[config.mk]
export PLATFORM = sky130hd
export DESIGN_NAME = distributed_mutex_node_unit_flat
export DESIGN_NICKNAME = d
export VERILOG_FILES = /design/src/rtl/dmn_pkg.sv /design/src/rtl/dmn_in_if.sv /design/src/rtl/dmn_out_if.sv /design/src/rtl/dmn_front.sv /design/src/rtl/dmn_queue.sv /design/src/rtl/dmn_back.sv /design/src/rtl/distributed_mutex_node_unit.sv /design/src/flat_wrapper.sv
export SDC_FILE = /design/constraint.sdc
export NUM_CORES = 1
export LEC_CHECK = 0
export ABC_CLOCK_PERIOD_IN_PS = 8300
export BUFFER_PORTS_ARGS = -buffer_cell sky130_fd_sc_hd__buf_2
export CAP_MARGIN = 20
export CORE_ASPECT_RATIO = 0.6
export CORE_MARGIN = 2
export CORE_UTILIZATION = 40
export DETAILED_ROUTE_END_ITERATION = 8
export PLACE_DENSITY = 0.67
export SETUP_SLACK_MARGIN = 0.3
export SLEW_MARGIN = 10
export SYNTH_ARGS = -nofsm -noshare
export SYNTH_HDL_FRONTEND = slang
export SYNTH_SLANG_ARGS = --single-unit
[constraint.sdc]
create_clock -name clk -period 8.3 [get_ports clk]
set_input_delay 0.83 -clock clk [delete_from_list [all_inputs] [get_ports clk]]
set_output_delay 0.83 -clock clk [all_outputs]
set_load 0.1 [all_outputs]
[src/rtl/dmn_pkg.sv]
`timescale 1ns / 1ps
// ----------------------------------------------------------------------------
// dmn_pkg: shared types and constants of the mutual exclusion node
// Opcodes, result kinds, node modes and the command word that the front end
// hands to the back end.
// ----------------------------------------------------------------------------
package dmn_pkg;

  localparam int NODE_W   = 5;
  localparam int MASK_W   = 32;
  localparam int STAMP_W  = 32;
  localparam int QDEPTH   = 2;   // power of two

  localparam logic [STAMP_W-1:0] STAMP_MAX = '1;

  localparam logic [0:0] CFG_OWN_NODE  = 1'b0;
  localparam logic [0:0] CFG_PEER_MASK = 1'b1;

  typedef enum logic [1:0] {
    OP_ENTER   = 2'd0,
    OP_GRANT   = 2'd1,
    OP_REQUEST = 2'd2,
    OP_RELEASE = 2'd3
  } op_e;

  typedef enum logic [1:0] {
    KIND_GRANT   = 2'd0,
    KIND_ENTER   = 2'd1,
    KIND_ENTERED = 2'd2
  } kind_e;

  typedef enum logic [1:0] {
    MODE_FREE = 2'd0,
    MODE_REQ  = 2'd1,
    MODE_OCC  = 2'd2
  } mode_e;

  typedef enum logic {
    ST_IDLE = 1'b0,
    ST_SCAN = 1'b1
  } back_state_e;

  typedef struct packed {
    op_e                op;
    logic [NODE_W-1:0]  peer;
    logic [STAMP_W-1:0] stamp;
    logic               is_self;
    logic               peer_lt_own;
  } cmd_t;

endpackage

[src/rtl/dmn_in_if.sv]
`timescale 1ns / 1ps
// ----------------------------------------------------------------------------
// dmn_in_if: input channel of the mutual exclusion node
// Valid/ready channel carrying peer messages and local requests.
// ----------------------------------------------------------------------------
interface dmn_in_if;
  import dmn_pkg::*;

  logic               valid;
  logic               ready;
  logic [1:0]         op;
  logic [NODE_W-1:0]  peer_id;
  logic [STAMP_W-1:0] stamp_in;

  modport source (output valid, output op, output peer_id, output stamp_in, input ready);
  modport sink   (input valid, input op, input peer_id, input stamp_in, output ready);
endinterface

[src/rtl/dmn_out_if.sv]
`timescale 1ns / 1ps
// ----------------------------------------------------------------------------
// dmn_out_if: result channel of the mutual exclusion node
// Valid/ready channel carrying outgoing messages and the entered event.
// ----------------------------------------------------------------------------
interface dmn_out_if;
  import dmn_pkg::*;

  logic               valid;
  logic               ready;
  logic [1:0]         kind;
  logic [NODE_W-1:0]  dest_node;
  logic [STAMP_W-1:0] stamp_out;
  logic               last;

  modport source (output valid, output kind, output dest_node, output stamp_out,
                  output last, input ready);
  modport sink   (input valid, input kind, input dest_node, input stamp_out,
                  input last, output ready);
endinterface

[src/rtl/dmn_front.sv]
`timescale 1ns / 1ps
// ----------------------------------------------------------------------------
// dmn_front: input classifier
// Takes input transfers, drops messages that have no effect on the node and
// tags the rest with the peer comparisons against the own node index.
// ----------------------------------------------------------------------------
module dmn_front #(
  parameter int NODES = 32
) (
  dmn_in_if.sink                      in_if,
  input  logic [dmn_pkg::NODE_W-1:0]  own_node,
  input  logic                        q_full,
  output logic                        push,
  output dmn_pkg::cmd_t               push_cmd
);
  import dmn_pkg::*;

  localparam int NL = (NODES >= MASK_W) ? MASK_W : NODES;
  localparam logic [NODE_W:0] NL_V = (NODE_W + 1)'(NL);

  logic peer_ok;
  logic is_self;
  logic keep;
  op_e  op;

  assign op      = op_e'(in_if.op);
  assign peer_ok = {1'b0, in_if.peer_id} < NL_V;
  assign is_self = in_if.peer_id == own_node;

  // messages from unknown nodes and grants from ourselves change nothing
  always_comb begin
    unique case (op)
      OP_ENTER:   keep = peer_ok;
      OP_GRANT:   keep = peer_ok && !is_self;
      OP_REQUEST: keep = 1'b1;
      OP_RELEASE: keep = 1'b1;
      default:    keep = 1'b0;
    endcase
  end

  assign in_if.ready = !q_full;
  assign push        = in_if.valid && !q_full && keep;

  assign push_cmd.op          = op;
  assign push_cmd.peer        = in_if.peer_id;
  assign push_cmd.stamp       = in_if.stamp_in;
  assign push_cmd.is_self     = is_self;
  assign push_cmd.peer_lt_own = in_if.peer_id < own_node;

endmodule

[src/rtl/dmn_queue.sv]
`timescale 1ns / 1ps
// ----------------------------------------------------------------------------
// dmn_queue: command queue
// Small FIFO between classifier and executor so each side stalls on its own.
// ----------------------------------------------------------------------------
module dmn_queue (
  input  logic           clk,
  input  logic           rst_n,
  input  logic           push,
  input  dmn_pkg::cmd_t  push_cmd,
  output logic           full,
  input  logic           pop,
  output logic           head_valid,
  output dmn_pkg::cmd_t  head_cmd
);
  import dmn_pkg::*;

  localparam int PW = (QDEPTH > 1) ? $clog2(QDEPTH) : 1;
  localparam logic [PW:0] DEPTH_V = (PW + 1)'(QDEPTH);

  cmd_t          mem_r [QDEPTH];
  logic [PW-1:0] wr_ptr_r, wr_ptr_nxt;
  logic [PW-1:0] rd_ptr_r, rd_ptr_nxt;
  logic [PW:0]   count_r,  count_nxt;

  assign full       = count_r == DEPTH_V;
  assign head_valid = count_r != '0;
  assign head_cmd   = mem_r[rd_ptr_r];

  always_comb begin
    wr_ptr_nxt = push ? wr_ptr_r + PW'(1) : wr_ptr_r;
    rd_ptr_nxt = pop  ? rd_ptr_r + PW'(1) : rd_ptr_r;
    count_nxt  = count_r + (PW + 1)'(push) - (PW + 1)'(pop);
  end

  always_ff @(posedge clk) begin
    if (!rst_n) begin
      wr_ptr_r <= '0;
      rd_ptr_r <= '0;
      count_r  <= '0;
    end else begin
      wr_ptr_r <= wr_ptr_nxt;
      rd_ptr_r <= rd_ptr_nxt;
      count_r  <= count_nxt;
    end
  end

  always_ff @(posedge clk) begin
    if (push) begin
      mem_r[wr_ptr_r] <= push_cmd;
    end
  end

endmodule

[src/rtl/dmn_back.sv]
`timescale 1ns / 1ps
// ----------------------------------------------------------------------------
// dmn_back: protocol executor
// Holds the Lamport clock and node state, runs one command at a time and
// walks the peer or rival mask for ENTER or GRANT, one node per cycle unless the output is full.
// ----------------------------------------------------------------------------
module dmn_back #(
  parameter int NODES = 32
) (
  input  logic                         clk,
  input  logic                         rst_n,
  input  logic [dmn_pkg::NODE_W-1:0]   own_node,
  input  logic [dmn_pkg::MASK_W-1:0]   peer_mask,
  input  logic                         q_valid,
  input  dmn_pkg::cmd_t                q_cmd,
  output logic                         pop,
  output dmn_pkg::mode_e               mode,
  dmn_out_if.source                    out_if
);
  import dmn_pkg::*;

  localparam int NL    = (NODES >= MASK_W) ? MASK_W : NODES;
  localparam int IDX_W = (NL > 1) ? $clog2(NL) : 1;
  localparam logic [NL-1:0] ONE = NL'(1);

  back_state_e        state_r, state_nxt;
  mode_e              mode_r, mode_nxt;
  logic [STAMP_W-1:0] clock_r, clock_nxt;
  logic [STAMP_W-1:0] req_r, req_nxt;
  logic [NL-1:0]      rival_r, rival_nxt;
  logic [NL-1:0]      grant_r, grant_nxt;
  logic [NL-1:0]      work_r, work_nxt;
  logic [IDX_W-1:0]   idx_r, idx_nxt;
  kind_e              scan_kind_r, scan_kind_nxt;

  logic               out_valid_r, out_valid_nxt;
  kind_e              out_kind_r;
  logic [NODE_W-1:0]  out_dest_r;
  logic [STAMP_W-1:0] out_stamp_r;
  logic               out_last_r;

  logic               load_ok;
  logic               load;
  kind_e              ld_kind;
  logic [NODE_W-1:0]  ld_dest;
  logic [STAMP_W-1:0] ld_stamp;
  logic               ld_last;

  logic [NL-1:0]      own_oh;
  logic [NL-1:0]      peers;
  logic [NL-1:0]      peer_oh;
  logic [NL-1:0]      idx_oh;
  logic [NL-1:0]      work_clr;
  logic [NL-1:0]      grant_upd;
  logic [NL-1:0]      rival_out;
  logic [STAMP_W-1:0] clock_max;
  logic [STAMP_W-1:0] clock_seen;
  logic [STAMP_W-1:0] clock_inc;
  logic               grant_ok;

  always_comb begin
    for (int i = 0; i < NL; i++) begin
      own_oh[i] = own_node == NODE_W'(i);
    end
  end

  assign peers     = peer_mask[NL-1:0] & ~own_oh;
  assign peer_oh   = ONE << q_cmd.peer;
  assign idx_oh    = ONE << idx_r;
  assign work_clr  = work_r & ~idx_oh;
  assign grant_upd = grant_r | peer_oh;
  assign rival_out = rival_r & ~own_oh;

  // Lamport clock: max with the peer stamp plus one, saturating
  assign clock_max  = (q_cmd.stamp > clock_r) ? q_cmd.stamp : clock_r;
  assign clock_seen = (clock_max == STAMP_MAX) ? clock_max : clock_max + STAMP_W'(1);
  assign clock_inc  = (clock_r == STAMP_MAX) ? clock_r : clock_r + STAMP_W'(1);

  assign grant_ok = (mode_r == MODE_FREE) ||
                    (mode_r == MODE_REQ &&
                     (q_cmd.stamp < req_r || (q_cmd.stamp == req_r && q_cmd.peer_lt_own)));

  assign load_ok = !out_valid_r || out_if.ready;

  always_comb begin
    state_nxt     = state_r;
    mode_nxt      = mode_r;
    clock_nxt     = clock_r;
    req_nxt       = req_r;
    rival_nxt     = rival_r;
    grant_nxt     = grant_r;
    work_nxt      = work_r;
    idx_nxt       = idx_r;
    scan_kind_nxt = scan_kind_r;
    pop           = 1'b0;
    load          = 1'b0;
    ld_kind       = KIND_GRANT;
    ld_dest       = '0;
    ld_stamp      = '0;
    ld_last       = 1'b1;

    unique case (state_r)
      ST_IDLE: begin
        if (q_valid && load_ok) begin
          pop = 1'b1;
          unique case (q_cmd.op)
            OP_ENTER: begin
              clock_nxt = clock_seen;
              if (!q_cmd.is_self) begin
                if (grant_ok) begin
                  load    = 1'b1;
                  ld_kind = KIND_GRANT;
                  ld_dest = q_cmd.peer;
                end else begin
                  rival_nxt = rival_r | peer_oh;
                end
              end
            end
            OP_GRANT: begin
              if (mode_r == MODE_REQ) begin
                if ((grant_upd & peers) == peers) begin
                  mode_nxt  = MODE_OCC;
                  grant_nxt = '0;
                  load      = 1'b1;
                  ld_kind   = KIND_ENTERED;
                end else begin
                  grant_nxt = grant_upd;
                end
              end
            end
            OP_REQUEST: begin
              if (mode_r == MODE_FREE) begin
                clock_nxt = clock_inc;
                req_nxt   = clock_inc;
                grant_nxt = '0;
                if (peers == '0) begin
                  // nobody to ask: enter at once
                  mode_nxt = MODE_OCC;
                  load     = 1'b1;
                  ld_kind  = KIND_ENTERED;
                end else begin
                  mode_nxt      = MODE_REQ;
                  work_nxt      = peers;
                  idx_nxt       = '0;
                  scan_kind_nxt = KIND_ENTER;
                  state_nxt     = ST_SCAN;
                end
              end
            end
            OP_RELEASE: begin
              if (mode_r == MODE_OCC) begin
                mode_nxt  = MODE_FREE;
                rival_nxt = '0;
                if (rival_out != '0) begin
                  work_nxt      = rival_out;
                  idx_nxt       = '0;
                  scan_kind_nxt = KIND_GRANT;
                  state_nxt     = ST_SCAN;
                end
              end
            end
            default: begin
            end
          endcase
        end
      end
      ST_SCAN: begin
        if (work_r[idx_r]) begin
          if (load_ok) begin
            load     = 1'b1;
            ld_kind  = scan_kind_r;
            ld_dest  = NODE_W'(idx_r);
            ld_stamp = (scan_kind_r == KIND_ENTER) ? req_r : '0;
            ld_last  = work_clr == '0;
            work_nxt = work_clr;
            idx_nxt  = idx_r + IDX_W'(1);
            if (work_clr == '0) begin
              state_nxt = ST_IDLE;
            end
          end
        end else begin
          idx_nxt = idx_r + IDX_W'(1);
        end
      end
      default: begin
        state_nxt = ST_IDLE;
      end
    endcase
  end

  always_comb begin
    out_valid_nxt = out_valid_r;
    if (load) begin
      out_valid_nxt = 1'b1;
    end else if (out_if.ready) begin
      out_valid_nxt = 1'b0;
    end
  end

  always_ff @(posedge clk) begin
    if (!rst_n) begin
      state_r     <= ST_IDLE;
      mode_r      <= MODE_FREE;
      clock_r     <= '0;
      req_r       <= '0;
      rival_r     <= '0;
      grant_r     <= '0;
      out_valid_r <= 1'b0;
    end else begin
      state_r     <= state_nxt;
      mode_r      <= mode_nxt;
      clock_r     <= clock_nxt;
      req_r       <= req_nxt;
      rival_r     <= rival_nxt;
      grant_r     <= grant_nxt;
      out_valid_r <= out_valid_nxt;
    end
  end

  always_ff @(posedge clk) begin
    work_r      <= work_nxt;
    idx_r       <= idx_nxt;
    scan_kind_r <= scan_kind_nxt;
    if (load) begin
      out_kind_r  <= ld_kind;
      out_dest_r  <= ld_dest;
      out_stamp_r <= ld_stamp;
      out_last_r  <= ld_last;
    end
  end

  assign mode             = mode_r;
  assign out_if.valid     = out_valid_r;
  assign out_if.kind      = out_kind_r;
  assign out_if.dest_node = out_dest_r;
  assign out_if.stamp_out = out_stamp_r;
  assign out_if.last      = out_last_r;

endmodule

[src/rtl/distributed_mutex_node_unit.sv]
`timescale 1ns / 1ps
// ----------------------------------------------------------------------------
// distributed_mutex_node_unit: Ricart-Agrawala mutual exclusion node
// Top level: configuration registers, classifier, command queue, executor.
// ----------------------------------------------------------------------------
// A peer ENTER or GRANT, or a release with no deferred rivals, passes through
// the two-entry command queue and is handled by the executor in its idle state;
// its single result, if any, shows up on the output register. A local
// request with linked peers, or a release with deferred rivals, walks the
// peer or rival mask one node per cycle in the executor's scan counter while
// the output register can take a message, and sends one message per marked
// node in ascending node order. Inputs keep being taken while the queue has
// room; results wait in a one-entry output register. Configuration writes take
// effect at the next edge and should be made while no command is in flight.
module distributed_mutex_node_unit #(
  parameter int NODES = 32
) (
  input  logic                        clk,
  input  logic                        rst_n,
  input  logic                        cfg_we,
  input  logic [0:0]                  cfg_index,
  input  logic [dmn_pkg::MASK_W-1:0]  cfg_data,
  dmn_in_if.sink                      in_if,
  dmn_out_if.source                   out_if
);
  import dmn_pkg::*;

  logic [NODE_W-1:0] own_node_r;
  logic [MASK_W-1:0] peer_mask_r;

  logic  q_full;
  logic  push;
  cmd_t  push_cmd;
  logic  pop;
  logic  q_valid;
  cmd_t  q_cmd;
  mode_e mode;

  always_ff @(posedge clk) begin
    if (!rst_n) begin
      own_node_r  <= '0;
      peer_mask_r <= '0;
    end else if (cfg_we) begin
      unique case (cfg_index)
        CFG_OWN_NODE:  own_node_r  <= cfg_data[NODE_W-1:0];
        CFG_PEER_MASK: peer_mask_r <= cfg_data;
        default: begin
        end
      endcase
    end
  end

  dmn_front #(.NODES(NODES)) u_front (
    .in_if    (in_if),
    .own_node (own_node_r),
    .q_full   (q_full),
    .push     (push),
    .push_cmd (push_cmd)
  );

  dmn_queue u_queue (
    .clk        (clk),
    .rst_n      (rst_n),
    .push       (push),
    .push_cmd   (push_cmd),
    .full       (q_full),
    .pop        (pop),
    .head_valid (q_valid),
    .head_cmd   (q_cmd)
  );

  dmn_back #(.NODES(NODES)) u_back (
    .clk       (clk),
    .rst_n     (rst_n),
    .own_node  (own_node_r),
    .peer_mask (peer_mask_r),
    .q_valid   (q_valid),
    .q_cmd     (q_cmd),
    .pop       (pop),
    .mode      (mode),
    .out_if    (out_if)
  );

  // entering is always the final result of its input
  a_entered_last: assert property (@(posedge clk) disable iff (!rst_n)
    out_if.valid && out_if.kind == KIND_ENTERED |-> out_if.last)
    else $error("entered result without last");

  // while the entered event is pending the node holds the critical section
  a_entered_mode: assert property (@(posedge clk) disable iff (!rst_n)
    out_if.valid && out_if.kind == KIND_ENTERED |-> mode == MODE_OCC)
    else $error("entered result while not occupied");

  // outside configuration writes, no message is addressed to this node
  a_no_self_msg: assert property (@(posedge clk) disable iff (!rst_n)
    out_if.valid && out_if.kind != KIND_ENTERED && !cfg_we && !$past(cfg_we)
    |-> out_if.dest_node != own_node_r)
    else $error("message addressed to own node");

endmodule

[src/flat_wrapper.sv]
// flat-port wrapper written by rule: the top's interface ports become plain ports
module distributed_mutex_node_unit_flat import dmn_pkg::*;
#(
  parameter int NODES = 32
)
  (clk, rst_n, cfg_we, cfg_index, cfg_data, in_if_valid, in_if_op, in_if_peer_id, in_if_stamp_in, in_if_ready, out_if_valid, out_if_kind, out_if_dest_node, out_if_stamp_out, out_if_last, out_if_ready);
  dmn_in_if in_if_i ();
  dmn_out_if out_if_i ();
  input  logic clk;
  input  logic rst_n;
  input  logic cfg_we;
  input  logic [0:0] cfg_index;
  input  logic [dmn_pkg::MASK_W-1:0] cfg_data;
  input wire logic [$bits(in_if_i.valid)-1:0] in_if_valid;
  input wire logic [$bits(in_if_i.op)-1:0] in_if_op;
  input wire logic [$bits(in_if_i.peer_id)-1:0] in_if_peer_id;
  input wire logic [$bits(in_if_i.stamp_in)-1:0] in_if_stamp_in;
  output wire logic [$bits(in_if_i.ready)-1:0] in_if_ready;
  output wire logic [$bits(out_if_i.valid)-1:0] out_if_valid;
  output wire logic [$bits(out_if_i.kind)-1:0] out_if_kind;
  output wire logic [$bits(out_if_i.dest_node)-1:0] out_if_dest_node;
  output wire logic [$bits(out_if_i.stamp_out)-1:0] out_if_stamp_out;
  output wire logic [$bits(out_if_i.last)-1:0] out_if_last;
  input wire logic [$bits(out_if_i.ready)-1:0] out_if_ready;
  assign in_if_i.valid = in_if_valid;
  assign in_if_i.op = in_if_op;
  assign in_if_i.peer_id = in_if_peer_id;
  assign in_if_i.stamp_in = in_if_stamp_in;
  assign in_if_ready = in_if_i.ready;
  assign out_if_valid = out_if_i.valid;
  assign out_if_kind = out_if_i.kind;
  assign out_if_dest_node = out_if_i.dest_node;
  assign out_if_stamp_out = out_if_i.stamp_out;
  assign out_if_last = out_if_i.last;
  assign out_if_i.ready = out_if_ready;
  distributed_mutex_node_unit #(.NODES(NODES)) u_core (.clk(clk), .rst_n(rst_n), .cfg_we(cfg_we), .cfg_index(cfg_index), .cfg_data(cfg_data), .in_if(in_if_i), .out_if(out_if_i));
endmodule
Yosys cells after proc, flatten, opt, wreduce, memory -nomap -nowiden
Memories as Yosys holds them, arrays and structs flattened. A register that Yosys moved wholly into a read port is not among the register bits.
Cells that the tools add are included.

word-level totals
  flip-flop bits (word level) = 252
  bits of input ports = 77
  bits in writable memories = 82
  word-level logic and storage cells = 234
  memories kept = 1

memory list
  memory                words  bits a word  read ports  clocked after memory_dff  write ports  RTL line         text
  u_core.u_queue.mem_r  2      41           1           1                         1            dmn_queue.sv:21  cmd_t mem_r [QDEPTH];

operators by class
  magnitude comparators = 4
  muxes and demuxes = 90
  add/sub/neg operators = 7
  reductions and logical operators = 38
  shift operators = 2
  bitwise operators = 10
  equal/unequal tests = 63

operators with widths
  operator                                                             number
  32-bit 2-to-1 mux                                                    17
  32-bit one-hot mux with 2 select lines                               5
  32-bit AND                                                           4
  5-bit == test (second input constant)                                16
  5-bit 2-to-1 mux                                                     13
  32-bit by 1-bit adder with 32-bit output (second input constant)     2
  32-bit == test                                                       2
  32-bit == test (second input constant)                               2
  32-bit zero test                                                     2
  32-bit inverter                                                      2
  32-bit OR                                                            2
  1-bit by 5-bit left shift with 32-bit output (first input constant)  2
  5-bit by 4-bit == test with 1-bit output (second input constant)     8
  32-bit greater-than comparator                                       1
  32-bit less-than comparator                                          1
  2-bit 2-to-1 mux                                                     16
  32-bit nonzero test                                                  1
  5-bit one-hot mux with 2 select lines                                3
  1-bit 2-to-1 mux                                                     26
  7-bit AND reduction                                                  3
  5-bit by 3-bit == test with 1-bit output (second input constant)     4
  2-bit inequality test (second input constant)                        9
  3-bit inequality test (second input constant)                        5
  2-bit == test (second input constant)                                6
  other kinds (32)                                                     62

Depth between registers and ports, before layout
Gate-level depths: netlist (run 1).

  depth after elaboration = 11
  mapped depth = 20
  gate-level depth less buffers = 12

Hierarchy
Synthesis (run 1) repeated with hierarchy kept, for this count alone.

unflattened totals
  cells, all modules = 2194
  area, all modules = 20313.2 um2

by module, submodules not included
  module                       seq. area each (um2)  area an instance (um2)  times used  cells an instance
  dmn_back                     4984.8                14996.9                 1           1819
  dmn_queue                    2562.5                3393.3                  1           149
  distributed_mutex_node_unit  740.7                 1460.2                  1           164
  dmn_front                    0.0                   462.9                   1           62

Worst setup path after synthesis (run 1)
Ideal clock, no wire load.

  path kind = register -> register
  start = register with a tool-made name
  end = register u_core.u_back.out_dest_r[0], in the netlist u_core.u_back.out_if.dest_node[0] (enable)
  cell stages (with the launch flop) = 17
  arrival time = 6.634 ns
  clock period less this slack = 7.131 ns
  slack = 1.169 ns
  library setup time = 0.497 ns
  data required time = 7.803 ns
  cells stage by stage = dfxtp_1 -> buf_6 -> buf_2 -> buf_2 -> buf_1 -> clkbuf_1 -> buf_2 -> mux2_2 -> ha_1 -> nand2_1 -> or4_1 -> nand4bb_1 -> a21oi_1 -> a31oi_1 -> o22a_1 -> o31a_1 -> o31ai_1

RTL lines
  element                 RTL line         text
  end signal: assignment  dmn_back.sv:226  out_dest_r <= ld_dest;
  end: declaration        dmn_back.sv:38   logic [NODE_W-1:0] out_dest_r;

==> metrics.txt, run 1 <==
outcome complete, no violations; Relative slew margins 0.2081; Post-synth top cells nand2_1 (227), o21ai_0 (178), dfxtp_1 (174); Die Wd 291.0 um; CP Class reg2reg; Final setup viols 0; RSZ-0062 raised after global routing false; Seq pwr share 0.337; WP buf/inv 2; top-count cell post-synth nand2_1; post-route setup TNS 0 ns; clock buffer count from CTS 36; Min-Delay Path Class reg2reg; synthesis-to-finish area growth 11.95%; Worst EP required 8.47 ns; endpoints failing hold 0; synth unique cells 85; CTS tree yes; drt pass-1 iters 6; H-tree levels 2; Max Clock Skew 0.01672 ns; Final GP Congestion 1.020; Clk pwr share 0.234; NumNets Final 2387; Logic pwr share 0.430; Final Power 7344 uW; Worst IR Drop VDD 0.0001669 V; sequential cell area 8292 um^2; DP Wirelength 59180 um; ratio of cells with drive above 1 in the final layout 0.1275; Area contributors post-synth edfxtp_1 (24%), dfxtp_1 (18%), ha_1 (5.3%); Placed Cells 2837; initial antenna violation count 1; vias in the first global route 16612; NetSw 3278 uW; die area 51290 um^2; slowest CP cell dfxtp_4; Clock Tree Buf Depth 3; clk sinks 334; Post-Place Setup Slack 3.349 ns; total of max-cap violations 0; CTS root buf clkbuf_16; Crit Path Max Fanout 89; CP endpoint kind flop; Diodes inserted 0; YS warnings 0; Syn Nets 2350; CTS Hold Bufs 0; fin. max-slew vios 0; die height 176.2 um; port buffer count 118; largest net degree at the start of global routing 102; IO Pins 119; core area 49110 um^2; P per Cell Area 331.8 nW/um^2; synthesized cell area 19770 um^2; EDFF count, synth 160; Worst-Skew Late Latency 0.53 ns; Initial DRC Count 2738; cell internal pwr 4065 uW; Routed Antenna Nets 0; Top delay family on crit path simple AND/OR/NAND/NOR gates; DR WL/cell 26.48 um; post-layout util 0.4507; global-route wire length before repair 112500 um; Cell Chain, Critical Path or3b_1 -> a221oi_1 -> nor4_1 -> nor4_1 -> and4_1 -> nand2_1 -> buf_4 -> o31a_1 -> o31ai_4 -> buf_4; Synth Flop Type dfxtp_1; fill cell count 4729; average cell area after synthesis 9.029 um^2; Vias 18457; # Post-CTS Setup Buffers 0; post-cts gate resize count 0; Peak Freq 195.6 MHz; multi-input logic area 10580 um^2; Leakage 0.007632 uW; Final period util 0.6159; DRC viols 0; Clock transition at path regs 0.06 ns; total congestion overflow 0; sequential area share after synthesis 0.4192; min Tclk post-route 5.112 ns; WL final 76820 um; Row Count 63; #FFs+latches synth 334; Switching Share 0.4464; GRT Util Overall 0.2931; Worst-Margin Slew 1.188 ns; area fraction of the dominant cell type after synthesis 0.2430; post-synth top area cell edfxtp_1; startpoint type of the worst setup path flop; asr flop ratio synth 0; post-DR vias/cell 6.362; Max stage delay on crit path 0.96 ns; final worst slack 3.188 ns; post-route insts no fill 2901; initial core utilization 0.4026; Crit path arrival time 5.28 ns; Post-Synthesis Cells 2190
-- logic make-up after synthesis --
kind of cell    after synthesis  share of synthesized area
simple gates                743                     0.1888
xor+xnor                     54                    0.02392
compound gates              615                     0.2030
flops                       334                     0.4192
mux                         109                    0.06239
fa+ha+maj                    83                    0.05252
buf+inv                     252                    0.05018
-- flip-flops by register name (all words and copies together) (netlist names), named ones only --
signal	cells
u_core.u_back.out_if.kind	2
u_core.u_back.mode	2
u_core.u_back.out_if.dest_node	5
u_core.u_queue.wr_ptr_r	1
u_core.u_back.scan_kind_r	1
u_core.u_back.out_if.last	1
u_core.u_back.state_r	1
u_core.own_node_r	5
u_core.u_back.req_r	32
u_core.u_back.rival_r	32
u_core.u_back.out_if.stamp_out	32
u_core.u_queue.count_r	2
u_core.u_back.clock_r	32
u_core.u_back.out_if.valid	1
u_core.u_queue.rd_ptr_r	1
u_core.u_queue.mem_r	82
u_core.u_back.idx_r	5
u_core.peer_mask_r	32
u_core.u_back.work_r	32
u_core.u_back.grant_r	32
-- cell type report --
type	instances	area share
inverters	104	0.01769
multi-input cells	1604	0.4778
repair buffers	147	0.03776
flip-flops and latches	334	0.3746
well taps	650	0.03674
clock buffers	48	0.04550
clock inverters	14	0.009949
-- per-layer routing --
metal / GRT usage / share of wire / up-vias
met1: 0.4709 / 0.48 / 8957
met3: 0.1657 / 0.18 / 73
met5: 0 / 0.00017 / -
li1: - / - / 8257
met4: 0.04080 / 0.012 / 2
met2: 0.3191 / 0.32 / 1168
-- worst paths after layout --
path,startpoint,to,slack (ns),cells past startpoint
worst max-delay path,flop,u_core.u_back.out_if.stamp_out[18]$_SDFFCE_PN0P_,3.19,10
worst max register to register,flop,u_core.u_back.out_if.stamp_out[18]$_SDFFCE_PN0P_,3.19,10
worst min-delay path,u_core.u_back.grant_r[3]$_SDFFE_PN0P_,u_core.u_back.grant_r[3]$_SDFFE_PN0P_,0.48,2
worst min register to register,u_core.u_back.grant_r[3]$_SDFFE_PN0P_,u_core.u_back.grant_r[3]$_SDFFE_PN0P_,0.48,2
-- power by group through the flow --
stage	Clock (uW)	Sequential (uW)	Combinational (uW)
finish	1720	2470	3160
detailed placement	0	2480	3020
global placement	0	2470	2990
global route	1800	2510	3360
CTS	1730	2450	3030
floorplan	0	2540	1970
-- placed cells by master (no fill, tap or decap), types with 12 or more instances in the layout --
master     count
mux2_2        34
nand2_1      227
buf_2        118
mux2i_1       67
and2_1        31
a211oi_1      60
xnor2_1       45
dfxtp_1      173
buf_4         27
o22ai_1       14
clkbuf_16     37
a221oi_1      17
edfxtp_1     160
nand3_1       87
and3_1        47
a32o_1        26
a31oi_1       25
nand3b_1      13
o31ai_1       13
o21ai_0      178
nor3_1        31
nor4_1        28
nor2_1       140
nand2b_1      14
ha_1          82
nand4_1       49
or3_1         12
o211ai_1      48
a21oi_1      143
inv_1        100
-- metrics by stage --
step	hold WS, ns	area [um^2]
final	0.4761	22140
after global routing	0.4815	22140
after CTS	0.4736	22090
after detailed placement	0.4649	20870
after global placement	0.4591	20870
after floorplan	0.4402	19770
-- worst min-delay path: cells and delay by family, from the launching register on --
kind	cells	cell delay, ns
AO/OA/AOI/OAI	1	0.05
flip-flops	1	0.32
AND/OR/NAND/NOR	1	0.06
Power figures use the tool's default switching activity.
==> run 2, diff against run 1 <==
- ABC_CLOCK_PERIOD_IN_PS: 8300 -> 5100
- clock period: 8.3 -> 5.1 ns (I/O delays scaled with it)
==> metrics.txt, run 2 (same netlist as run 1, synthesis figures left out) <==
outcome complete, no violations (unchanged); Post-Place Setup Slack 0.9223 ns (was 3.349 ns); endpoints failing hold 0 (unchanged); GRT Util Overall 0.2994 (was 0.2931); Worst IR Drop VDD 0.0003459 V (was 0.0001669 V); CP Class reg2reg (unchanged); Peak Freq 226.5 MHz (was 195.6 MHz); IO Pins 119 (unchanged); Initial DRC Count 3076 (was 2738); Biggest register u_core.u_queue.mem_r (unchanged); die area 51290 um^2 (unchanged); CP endpoint kind flop (unchanged); Critical Path Source u_core.own_node_r[1]$_SDFFE_PN0P_; DR WL met2 24530 um (was 24680 um); P per Cell Area 539.7 nW/um^2 (was 331.8 nW/um^2); DR WL/cell 26.74 um (was 26.48 um); cell internal pwr 6681 uW (was 4065 uW); Clk pwr share 0.234 (about the same); CTS root buf clkbuf_16 (unchanged); clk sinks 334 (unchanged); drt pass-1 iters 6 (unchanged); Switching Share 0.4473 (was 0.4464); # Post-CTS Setup Buffers 0 (unchanged); CTS tree yes (unchanged); WL final 78400 um (was 76820 um); Routed Antenna Nets 0 (unchanged); DRC viols 0 (unchanged); vias in the first global route 16688 (was 16612); Row Count 63 (unchanged); Final GP Congestion 1.077 (was 1.020); Worst-Margin Slew 1.128 ns (was 1.188 ns); min Tclk post-route 4.414 ns (was 5.112 ns); die height 176.2 um (unchanged); initial antenna violation count 1 (unchanged); post-DR vias/cell 6.370 (was 6.362); post-route setup TNS 0 ns (unchanged); Worst-Skew Late Latency 0.56 ns (was 0.53 ns); Diodes inserted 0 (unchanged); total congestion overflow 0 (unchanged); commonest non-fill, non-tap cell in the layout nand2_1 (unchanged); initial core utilization 0.4026 (unchanged); Seq pwr share 0.321 (was 0.337); reg2reg start u_core.own_node_r[1]$_SDFFE_PN0P_; Crit path arrival time 4.65 ns (was 5.28 ns); Final setup viols 0 (unchanged); NumNets Final 2414 (was 2387); global-route wire length before repair 114300 um (was 112500 um); top routing layer in use met5 (unchanged); final worst slack 0.6856 ns (was 3.188 ns); fin. max-slew vios 0 (unchanged); startpoint type of the worst setup path flop (unchanged); core area 49110 um^2 (unchanged); Final Power 12090 uW (was 7344 uW); CTS Hold Bufs 0 (unchanged); ratio of cells with drive above 1 in the final layout 0.1407 (was 0.1275); Die Wd 291.0 um (unchanged); NetSw 5407 uW (was 3278 uW); RSZ-0062 raised after global routing false (unchanged); H-tree levels 2 (unchanged); total of max-cap violations 0 (unchanged); Relative slew margins 0.2421 (was 0.2081); Vias 18676 (was 18457); Clock Tree Buf Depth 3 (unchanged); commonest cells after routing, fill and taps aside nand2_1 (227), o21ai_0 (178), dfxtp_1 (173) (unchanged); synthesis-to-finish area growth 13.27% (was 11.95%); Leakage 0.007790 uW (was 0.007632 uW); clock buffer count from CTS 36 (unchanged); port buffer count 118 (unchanged); Final period util 0.8656 (was 0.6159); hold_sp in_if_stamp_in[0] (was u_core.u_back.grant_r[3]$_SDFFE_PN0P_); Min-Delay Path Class in2reg (was reg2reg); max FFs per register 82 (unchanged); Clock transition at path regs 0.06 ns (about the same); Crit Path Max Fanout 40 (was 89); met1 WL 38490 um (was 37240 um); largest net degree at the start of global routing 75 (was 102); Worst EP required 5.34 ns (was 8.47 ns); Max Clock Skew 0.04080 ns (was 0.01672 ns); Met3 Wirelength 14430 um (was 13930 um); Logic pwr share 0.444 (was 0.430); DP Wirelength 60870 um (was 59180 um); post-cts gate resize count 0 (unchanged)
## run 2: changes by cell type in the layout (fill, tap and decap cells not counted), moves of 2 or more
cell	change
buf_12	+5
buf_4	+22
clkinv_1	-3
clkinv_2	+4
clkinvlp_4	+2
inv_6	+2
## run 2: worst paths after layout
path	to	slack, ns	depth (start not counted)
worst max-delay path	u_core.u_back.out_if.stamp_out[21]$_SDFFCE_PN0P_	0.69	9
worst max register to register	u_core.u_back.out_if.stamp_out[21]$_SDFFCE_PN0P_	0.69	9
worst min-delay path	u_core.u_queue.mem_r[0][2]$_DFFE_PP_	0.15	1
worst min register to register	u_core.u_back.req_r[5]$_SDFFE_PN0P_	0.48	2
## run 2: layout make-up
class / instances / area (um^2)
clock buffer: 48 / 1017
clock inverter: 18 / 231.5
fill: 4743 / 26710
inverter: 104 / 391.6
multi-input combinational: 1604 / 10570
sequential: 334 / 8289
tap: 650 / 813.3
timing repair buffer: 174 / 1089
## run 2: critical path, stage by stage, from the launching register on
cell and delay [ns]:
dfxtp_1 0.63, or3b_2 0.64, nor2_1 0.47, a2111oi_0 0.23, nor4_1 0.57, and4_1 0.31, nand2_1 0.21, o31a_1 0.44
o31ai_4 0.29, buf_12 0.26
## run 2: power groups by stage
stage	clock network (uW)	logic, uW	registers (uW)
6_report	2830	5370	3880
3_3_place_gp	0	5090	3900
2_1_floorplan	0	3230	4120
4_1_cts	2860	5170	3850
3_5_place_dp	0	5150	3900
5_1_grt	2970	5720	3930
## run 2: metrics by stage
stage | utilization | hold slack (ns) | area, um^2 | cells
2_1_floorplan | - | 0.4402 | 19800 | 2190
3_3_place_gp | 0.4288 | 0.4571 | 21060 | 2861
3_5_place_dp | 0.4296 | 0.4666 | 21100 | 2863
4_1_cts | 0.4550 | 0.1352 | 22350 | 2929
5_1_grt | 0.4561 | 0.1525 | 22400 | 2932
6_report | 0.4561 | 0.1464 | 22400 | 2932
## run 2: routing by layer
layer | global-route usage | up-vias
li1 | - | 8330
met1 | 0.4936 | 9036
met2 | 0.3134 | 1215
met3 | 0.1672 | 93
met4 | 0.03972 | 2
met5 | 0 | -
